==> src/hw/rtl/mrfp_pkg.sv <==
// Shared types, constants and codes of the motor reply frame parser.
package mrfp_pkg;

  localparam int WINDOW_DEPTH_DEF = 8;
  localparam int NUM_STATUS       = 6;
  localparam int CFG_IDX_W        = 3;
  localparam int CFG_DATA_W       = 8;

  localparam logic [7:0] END_MARK    = 8'h6B;
  localparam logic [7:0] FN_PERIODIC = 8'h11;
  localparam logic [7:0] FN_POSITION = 8'h36;

  localparam logic [1:0] EVT_ACK   = 2'd0;
  localparam logic [1:0] EVT_REPLY = 2'd1;
  localparam logic [1:0] EVT_POS   = 2'd2;

  localparam logic [0:0] REQ_BYTE  = 1'b0;
  localparam logic [0:0] REQ_CLEAR = 1'b1;

  localparam logic [CFG_IDX_W-1:0] REG_STATUS_OK           = 3'd0;
  localparam logic [CFG_IDX_W-1:0] REG_STATUS_ZERO_LIMIT   = 3'd1;
  localparam logic [CFG_IDX_W-1:0] REG_STATUS_LIMIT        = 3'd2;
  localparam logic [CFG_IDX_W-1:0] REG_STATUS_PARAM_ERROR  = 3'd3;
  localparam logic [CFG_IDX_W-1:0] REG_STATUS_FORMAT_ERROR = 3'd4;
  localparam logic [CFG_IDX_W-1:0] REG_STATUS_REACHED      = 3'd5;

  localparam logic [7:0] STATUS_RESET [NUM_STATUS] = '{
    8'd2, 8'd227, 8'd228, 8'd226, 8'd238, 8'd159
  };

  typedef struct packed {
    logic [0:0] req_type;
    logic [7:0] byte_value;
  } in_req_t;

  typedef struct packed {
    logic [1:0]  event_kind;
    logic [7:0]  device_address;
    logic [7:0]  function_code;
    logic [7:0]  status_byte;
    logic        position_sign;
    logic [31:0] position_magnitude;
    logic        last_event;
  } out_evt_t;

  typedef enum logic [1:0] {
    ST_IDLE,
    ST_SCAN,
    ST_EMIT
  } ctrl_state_t;

  typedef enum logic [1:0] {
    DEC_WAIT,
    DEC_DROP,
    DEC_MATCH
  } scan_dec_t;

  typedef struct packed {
    logic append;
    logic clear;
    logic step;
    logic pop;
  } dp_cmd_t;

  typedef struct packed {
    scan_dec_t dec;
    logic      ev_one;
    logic      ev_any;
    logic      pop_last;
  } dp_stat_t;

endpackage

==> src/hw/rtl/mrfp_if.sv <==
// Request and result channel interfaces of the frame parser.
interface mrfp_in_if
  import mrfp_pkg::*;
();
  logic    valid;
  logic    ready;
  in_req_t data;

  modport source (output valid, output data, input ready);
  modport sink   (input valid, input data, output ready);
endinterface

interface mrfp_out_if
  import mrfp_pkg::*;
();
  logic     valid;
  logic     ready;
  out_evt_t data;

  modport source (output valid, output data, input ready);
  modport sink   (input valid, input data, output ready);
endinterface

==> src/hw/rtl/mrfp_dp.sv <==
// Datapath: byte window, frame decode, status registers and event slots.
module mrfp_dp
  import mrfp_pkg::*;
#(
  parameter int WINDOW_DEPTH = WINDOW_DEPTH_DEF
) (
  input  logic                  clk,
  input  logic                  rst_n,
  input  logic [7:0]            byte_value,
  input  logic                  cfg_we,
  input  logic [CFG_IDX_W-1:0]  cfg_index,
  input  logic [CFG_DATA_W-1:0] cfg_wdata,
  input  dp_cmd_t               cmd,
  output dp_stat_t              stat,
  output out_evt_t              evt
);

  localparam int FILL_W = $clog2(WINDOW_DEPTH + 1);
  localparam int IDX_W  = $clog2(WINDOW_DEPTH);
  localparam int EXT_D  = WINDOW_DEPTH + 8;

  logic [7:0]        window_r [WINDOW_DEPTH];
  logic [7:0]        ext      [EXT_D];
  logic [FILL_W-1:0] fill_r, fill_nxt;
  logic [7:0]        status_r [NUM_STATUS];
  out_evt_t          slot_r   [2];
  logic [1:0]        cnt_r, cnt_nxt;
  logic              head_r, head_nxt;

  scan_dec_t  dec;
  logic [3:0] drop_n;
  logic       known;
  out_evt_t   cand;

  always_comb begin
    for (int i = 0; i < EXT_D; i++) begin
      ext[i] = (i < WINDOW_DEPTH) ? window_r[i] : 8'h00;
    end
  end

  always_comb begin
    known = 1'b0;
    for (int i = 0; i < NUM_STATUS; i++) begin
      if (status_r[i] == ext[2]) known = 1'b1;
    end
  end

  always_comb begin
    dec    = DEC_DROP;
    drop_n = 4'd1;
    cand   = '0;
    cand.device_address = ext[0];
    cand.function_code  = ext[1];
    if (fill_r < FILL_W'(3)) begin
      dec = DEC_WAIT;
    end else if (ext[0] != 8'h00 && ext[1] == FN_PERIODIC && ext[2] == END_MARK) begin
      dec              = DEC_MATCH;
      drop_n           = 4'd3;
      cand.event_kind  = EVT_ACK;
      cand.status_byte = status_r[REG_STATUS_OK];
    end else if (ext[0] != 8'h00 && ext[1] == FN_POSITION) begin
      if (fill_r < FILL_W'(8)) begin
        dec = DEC_WAIT;
      end else if (ext[2] <= 8'd1 && ext[7] == END_MARK) begin
        dec                     = DEC_MATCH;
        drop_n                  = 4'd8;
        cand.event_kind         = EVT_POS;
        cand.position_sign      = ext[2][0];
        cand.position_magnitude = {ext[3], ext[4], ext[5], ext[6]};
      end
    end else begin
      if (fill_r < FILL_W'(4)) begin
        dec = DEC_WAIT;
      end else if (ext[0] != 8'h00 && known && ext[3] == END_MARK) begin
        dec              = DEC_MATCH;
        drop_n           = 4'd4;
        cand.event_kind  = EVT_REPLY;
        cand.status_byte = ext[2];
      end
    end
  end

  always_comb begin
    fill_nxt = fill_r;
    if (cmd.clear) begin
      fill_nxt = '0;
    end else if (cmd.append && fill_r < FILL_W'(WINDOW_DEPTH)) begin
      fill_nxt = fill_r + FILL_W'(1);
    end else if (cmd.step && dec != DEC_WAIT) begin
      fill_nxt = (fill_r > FILL_W'(drop_n)) ? fill_r - FILL_W'(drop_n) : '0;
    end
  end

  always_comb begin
    cnt_nxt  = cnt_r;
    head_nxt = head_r;
    if (cmd.step && dec == DEC_MATCH) begin
      cnt_nxt = cnt_r + 2'd1;
    end else if (cmd.pop) begin
      if (stat.pop_last) begin
        cnt_nxt  = 2'd0;
        head_nxt = 1'b0;
      end else begin
        head_nxt = 1'b1;
      end
    end
  end

  always_ff @(posedge clk) begin
    if (cmd.append && fill_r < FILL_W'(WINDOW_DEPTH)) begin
      window_r[fill_r[IDX_W-1:0]] <= byte_value;
    end else if (cmd.step && dec != DEC_WAIT) begin
      for (int i = 0; i < WINDOW_DEPTH; i++) begin
        window_r[i] <= ext[i + int'(drop_n)];
      end
    end
    if (cmd.step && dec == DEC_MATCH) begin
      slot_r[cnt_r[0]] <= cand;
    end
  end

  always_ff @(posedge clk) begin
    if (!rst_n) begin
      fill_r <= '0;
      cnt_r  <= 2'd0;
      head_r <= 1'b0;
      for (int i = 0; i < NUM_STATUS; i++) status_r[i] <= STATUS_RESET[i];
    end else begin
      fill_r <= fill_nxt;
      cnt_r  <= cnt_nxt;
      head_r <= head_nxt;
      if (cfg_we && cfg_index < CFG_IDX_W'(NUM_STATUS)) begin
        status_r[cfg_index] <= cfg_wdata;
      end
    end
  end

  always_comb begin
    stat.dec      = dec;
    stat.ev_one   = (cnt_r == 2'd1);
    stat.ev_any   = (cnt_r != 2'd0);
    stat.pop_last = (cnt_r == 2'd1) || head_r;
    evt            = slot_r[head_r];
    evt.last_event = stat.pop_last;
  end

  a_fill_bound: assert property (@(posedge clk) disable iff (!rst_n)
    fill_r <= FILL_W'(WINDOW_DEPTH))
    else $error("window fill beyond depth");

  a_pop_nonempty: assert property (@(posedge clk) disable iff (!rst_n)
    cmd.pop |-> cnt_r != 2'd0)
    else $error("event pop with no event held");

  a_store_room: assert property (@(posedge clk) disable iff (!rst_n)
    (cmd.step && dec == DEC_MATCH) |-> cnt_r < 2'd2)
    else $error("event store with both slots full");

endmodule

==> src/hw/rtl/mrfp_ctrl.sv <==
// Controller: sequences byte intake, window scan and event delivery.
module mrfp_ctrl
  import mrfp_pkg::*;
(
  input  logic       clk,
  input  logic       rst_n,
  input  logic       in_valid,
  input  logic [0:0] in_req_type,
  output logic       in_ready,
  output logic       out_valid,
  input  logic       out_ready,
  input  dp_stat_t   stat,
  output dp_cmd_t    cmd
);

  ctrl_state_t state_r, state_nxt;

  always_comb begin
    state_nxt = state_r;
    unique case (state_r)
      ST_IDLE: begin
        if (in_valid && in_req_type == REQ_BYTE) state_nxt = ST_SCAN;
      end
      ST_SCAN: begin
        if (stat.dec == DEC_MATCH && stat.ev_one) begin
          state_nxt = ST_EMIT;
        end else if (stat.dec == DEC_WAIT) begin
          state_nxt = stat.ev_any ? ST_EMIT : ST_IDLE;
        end
      end
      ST_EMIT: begin
        if (out_ready && stat.pop_last) state_nxt = ST_IDLE;
      end
      default: state_nxt = ST_IDLE;
    endcase
  end

  always_comb begin
    in_ready  = 1'b0;
    out_valid = 1'b0;
    cmd       = '0;
    unique case (state_r)
      ST_IDLE: begin
        in_ready   = 1'b1;
        cmd.append = in_valid && in_req_type == REQ_BYTE;
        cmd.clear  = in_valid && in_req_type == REQ_CLEAR;
      end
      ST_SCAN: begin
        cmd.step = 1'b1;
      end
      ST_EMIT: begin
        out_valid = 1'b1;
        cmd.pop   = out_ready;
      end
      default: ;
    endcase
  end

  always_ff @(posedge clk) begin
    if (!rst_n) begin
      state_r <= ST_IDLE;
    end else begin
      state_r <= state_nxt;
    end
  end

  a_emit_after_scan: assert property (@(posedge clk) disable iff (!rst_n)
    $rose(out_valid) |-> $past(state_r == ST_SCAN))
    else $error("result shown without a preceding scan");

endmodule

==> src/hw/rtl/motor_reply_frame_parser_core.sv <==
// Top level of the motor reply frame parser.
//
//   channel   dir  handshake      payload
//   in_req    in   valid/ready    req_type, byte_value
//   out_evt   out  valid/ready    event kind, address, function, status, position, last
//   cfg_*     in   write enable   cfg_index (0..5), cfg_wdata (8 bits)
//
// A request is taken while idle; a byte then starts a scan, in which the decode loop makes
// one decision per cycle, dropping one byte or consuming one frame.
// Results are then delivered in turn; a new request is taken once all are delivered.
// Reset clears the window fill and the event count and loads the default status codes; no clearing pass.
// A stalled result holds the parser in delivery; no request is accepted meanwhile.
module motor_reply_frame_parser_core
  import mrfp_pkg::*;
#(
  parameter int WINDOW_DEPTH = WINDOW_DEPTH_DEF
) (
  input  logic                  clk,
  input  logic                  rst_n,
  mrfp_in_if.sink               in_req,
  mrfp_out_if.source            out_evt,
  input  logic                  cfg_we,
  input  logic [CFG_IDX_W-1:0]  cfg_index,
  input  logic [CFG_DATA_W-1:0] cfg_wdata
);

  dp_cmd_t  cmd;
  dp_stat_t stat;

  mrfp_ctrl u_ctrl (
    .clk         (clk),
    .rst_n       (rst_n),
    .in_valid    (in_req.valid),
    .in_req_type (in_req.data.req_type),
    .in_ready    (in_req.ready),
    .out_valid   (out_evt.valid),
    .out_ready   (out_evt.ready),
    .stat        (stat),
    .cmd         (cmd)
  );

  mrfp_dp #(
    .WINDOW_DEPTH (WINDOW_DEPTH)
  ) u_dp (
    .clk        (clk),
    .rst_n      (rst_n),
    .byte_value (in_req.data.byte_value),
    .cfg_we     (cfg_we),
    .cfg_index  (cfg_index),
    .cfg_wdata  (cfg_wdata),
    .cmd        (cmd),
    .stat       (stat),
    .evt        (out_evt.data)
  );

endmodule

==> src/flat_wrapper.sv <==
// flat-port wrapper written by rule: the top's interface ports become plain ports
module motor_reply_frame_parser_core_flat import mrfp_pkg::*;
#(
  parameter int WINDOW_DEPTH = WINDOW_DEPTH_DEF
)
  (clk, rst_n, cfg_we, cfg_index, cfg_wdata, in_req_valid, in_req_data, in_req_ready, out_evt_valid, out_evt_data, out_evt_ready);
  mrfp_in_if in_req_i ();
  mrfp_out_if out_evt_i ();
  input  logic clk;
  input  logic rst_n;
  input  logic cfg_we;
  input  logic [CFG_IDX_W-1:0] cfg_index;
  input  logic [CFG_DATA_W-1:0] cfg_wdata;
  input wire logic [$bits(in_req_i.valid)-1:0] in_req_valid;
  input wire logic [$bits(in_req_i.data)-1:0] in_req_data;
  output wire logic [$bits(in_req_i.ready)-1:0] in_req_ready;
  output wire logic [$bits(out_evt_i.valid)-1:0] out_evt_valid;
  output wire logic [$bits(out_evt_i.data)-1:0] out_evt_data;
  input wire logic [$bits(out_evt_i.ready)-1:0] out_evt_ready;
  assign in_req_i.valid = in_req_valid;
  assign in_req_i.data = in_req_data;
  assign in_req_ready = in_req_i.ready;
  assign out_evt_valid = out_evt_i.valid;
  assign out_evt_data = out_evt_i.data;
  assign out_evt_i.ready = out_evt_ready;
  motor_reply_frame_parser_core #(.WINDOW_DEPTH(WINDOW_DEPTH)) u_core (.clk(clk), .rst_n(rst_n), .in_req(in_req_i), .out_evt(out_evt_i), .cfg_we(cfg_we), .cfg_index(cfg_index), .cfg_wdata(cfg_wdata));
endmodule
==> config.mk <==
export PLATFORM = sky130hd
export DESIGN_NAME = motor_reply_frame_parser_core_flat
export DESIGN_NICKNAME = d
export VERILOG_FILES = /design/src/hw/rtl/mrfp_pkg.sv /design/src/hw/rtl/mrfp_if.sv /design/src/hw/rtl/mrfp_dp.sv /design/src/hw/rtl/mrfp_ctrl.sv /design/src/hw/rtl/motor_reply_frame_parser_core.sv /design/src/flat_wrapper.sv
export SDC_FILE = /design/constraint.sdc
export NUM_CORES = 1
export LEC_CHECK = 0
export BUFFER_PORTS_ARGS = -buffer_cell sky130_fd_sc_hd__buf_2
export CORE_MARGIN = 2
export CORE_UTILIZATION = 31
export DETAILED_ROUTE_END_ITERATION = 10
export PLACE_DENSITY = 0.59
export SYNTH_ARGS = -nofsm -noshare
export SYNTH_HDL_FRONTEND = slang
export SYNTH_SLANG_ARGS = --single-unit
==> constraint.sdc <==
create_clock -name clk -period 4.5 [get_ports clk]
set_input_delay 0.225 -clock clk [delete_from_list [all_inputs] [get_ports clk]]
set_output_delay 0.225 -clock clk [all_outputs]
set_load 0.02 [all_outputs]
==> results.cfg <==
[clock_tree]
cts_resized = 0
cts_post_setup_buffers_inserted = 0
cts.htree.levels = 1
cts_hold_buf = 6
clk_transition_reported_paths_ns = 0.07
cts_buffers = 25
cts.sinks = 240
clock_latency_ns = 0.56
ctsLongestPathBuffers = 3
cts_tree = done
clockRootBuffer = clkbuf_16

[floorplan]
die_y_um = 203
start_util_pct = 31.5
die-area_um2 = 41000
core_area_um2 = 38800
io_pins = 87
fp-row-count = 72
fp.dieW_um = 203

[global_route]
grt_max_degree = 42
grt_pass1_vias = 8620
grt_antenna_before_repair = 5
grt_overflow = 0
grt_usage_pct = 17.6
grt_first_pass_wirelength_um = 54100

[worst_hold_path]
hold_path_class = in2reg
hold_depth = 2
worstHoldStart = cfg_wdata[0]
hold_end = u_core.u_dp.status_r[2][0]

[placed_design]
numPortBuffers = 86
hpwl_um = 26500
post-place-ws_ns = 0.357
place.gp.congestion = 0.936

[layout]
layout_common_cells = edfxtp_1 (230), nand2_1 (99), buf_2 (86), nor2_1 (77), inv_1 (68)
layout_commonest_cell = edfxtp_1
drive_gt1_share_pct = 23.8
finalNetCount = 1148
area_growth_pct = 17.7

[routing]
drtIter0Drc = 849
first_pass_iters = 6
drt_wl_total_um = 36300
drc = 0
ant_nets = 0
num_vias = 8824
vias_per_cell = 5.37
avgRoutedWirePerCell_um = 22.1

[power_and_ir_drop]
p_per_area_nw_per_um2 = 338
ir_worst_vdd_v = 0.000242
leakagePower_nw = 5.16

[timing]
rsz0062_at_grt = false
fin_crit_sh_pct = 93.7
setup_ws_ns = 0.283
worst_slew_pin_slew_ns = 1.26
hold_violations = 0
slew_headroom_pct = 14.9
fmaxAchievable_ghz = 0.237
slew_violations = 0
setup_viol = 0
period_needed_ns = 4.22
fin_skew_ns = 0.0292
tns_ns = 0

[critical_path]
worstPathMaxFanout = 21
rrSetupSlack_ns = 0.28
critPathSlowestCell = or4_4
rr_endpoint = u_core.u_dp.window_r[5][1]
max_stage_delay_ns = 0.69
critPathArrivalTime_ns = 4.58
worstPathRequired_ns = 4.86
startpoint_type = flop
critPathKind = reg2reg
crit_chain = or4b_1, a211o_1, or4_4, nand2_2, inv_1, ha_1, buf_4, mux4_2, o221ai_1
r2r-start = u_core.u_dp.window_r[1][3]
endpoint_kind = flop
ff2ff_path_depth = 9

[synth]
async_flop_share_pct = 0
synth_area_leaders = edfxtp_1 (56%), mux2_2 (5.7%), mux4_2 (4.6%)
synth_top_area_cell = edfxtp_1
syn_nets = 1030
syn_avg_cell_area_um2 = 12.4
synthCells = 990
synth_ff_type = edfxtp_1
syn_area_um2 = 12200
netlist.area_leader.share_pct = 56.5
yosys_warnings = 0
ys_seq_area_share_pct = 58.1
ys_seq_elements = 240
synthDistinctLibCells = 66
synth-edff-count = 230

[flow_run]
max_cap_violations = 0

[outcome]
status = completed
==> state kept, by name, indices dropped and copies added (netlist names), named ones only <==
name,flops
u_core.u_dp.slot_r,118
u_core.u_dp.status_r,48
u_core.u_dp.cnt_r,2
u_core.u_ctrl.state_r,2
u_core.u_dp.fill_r,4
u_core.u_dp.head_r,1
u_core.u_dp.window_r,64
==> cell type report <==
type                       instances  area (µm²)
tap                              518         648
multi-input combinational        636        4680
timing repair buffer             135         838
antenna                            1        2.50
sequential                       240        7110
clock buffer                      27         633
clock inverter                    16         214
inverter                          70         264
fill                            3714       24400
==> worst max-delay path, delay by kind of cell (launching register included) <==
kind / cells / cell delay (ns)
compound gates: 2 / 0.58
flops: 1 / 0.49
buf+inv: 2 / 0.47
simple gates: 3 / 1.38
mux: 1 / 0.58
fa+ha+maj: 1 / 0.50
==> worst max path at each step <==
stage / end / slack, ns / start
final: u_core.u_dp.window_r[5][1] / 0.28 / u_core.u_dp.window_r[1][3]
after global routing: u_core.u_dp.window_r[7][2] / 0.1 / u_core.u_dp.window_r[1][3]
after CTS: u_core.u_dp.window_r[5][1] / 0.33 / u_core.u_dp.window_r[1][3]
after detailed placement: u_core.u_dp.window_r[5][1] / 0.36 / u_core.u_dp.window_r[1][3]
after global placement: u_core.u_dp.window_r[5][1] / 0.38 / u_core.u_dp.window_r[1][7]
after floorplan: u_core.u_dp.slot_r[0][0] / 0.10 / u_core.u_dp.window_r[1][3]
==> cells by family (layout without fill, tap and decap cells) <==
group,Yosys count,count (layout),share of synthesized area [%]
other cells,0,1,0
flops,240,240,58.1
fa+ha+maj,15,15,1.60
mux,108,108,12.0
buf+inv,114,248,3.71
simple gates,288,288,11.1
xor+xnor,52,52,3.72
compound gates,173,173,9.68
==> power by group <==
group | switching (W) | internal, W | total (W)
clock | 0.000871 | 0.00130 | 0.00217
combinational | 0.000111 | 0.0000701 | 0.000181
sequential | 0.0000379 | 0.00248 | 0.00252
total | 0.00102 | 0.00385 | 0.00487
==> stage by stage <==
stage | total power, W | hold WS (ns) | util (%) | cell area, µm² | instances
finish | 0.00487 | 0.0171 | 37.1 | 14400 | 1643
global route | 0.00500 | 0.00955 | 37.0 | 14400 | 1642
CTS | 0.00490 | 0.000795 | 37.0 | 14400 | 1642
detailed placement | 0.00274 | 0.480 | 34.7 | 13500 | 1593
global placement | 0.00273 | 0.473 | 34.7 | 13500 | 1593
floorplan | 0.00265 | 0.374 | - | 12200 | 990
==> synth_stat cells (4+ instances only) <==
| master | n |
|---|---|
| nand2b_1 | 18 |
| mux2i_1 | 21 |
| buf_1 | 6 |
| a221o_1 | 4 |
| dfxtp_1 | 10 |
| o211ai_1 | 11 |
| a211o_1 | 4 |
| a31oi_1 | 4 |
| nand2_1 | 99 |
| o21ai_0 | 39 |
| or3_1 | 6 |
| nor3_1 | 11 |
| inv_1 | 68 |
| edfxtp_1 | 230 |
| o221ai_1 | 30 |
| nor2b_1 | 4 |
| mux2_2 | 62 |
| and2_1 | 23 |
| clkbuf_1 | 32 |
| mux4_2 | 25 |
| nor2_1 | 77 |
| o21a_1 | 4 |
| o31a_1 | 5 |
| o31ai_1 | 7 |
| a21o_1 | 5 |
| xor2_1 | 49 |
| a21oi_1 | 36 |
| nand4_1 | 4 |
| nor4_1 | 17 |
| nand3_1 | 12 |
| ha_1 | 14 |
==> routing by layer <==
metal | wire (µm) | vias up | track usage, %
met5 | 46 | - | 0
met4 | 1690 | 8 | 8.42
met3 | 3260 | 94 | 3.07
met2 | 16200 | 484 | 26.8
met1 | 15100 | 4310 | 24.3
li1 | - | 3928 | -
(Power assumes the default switching activity.)
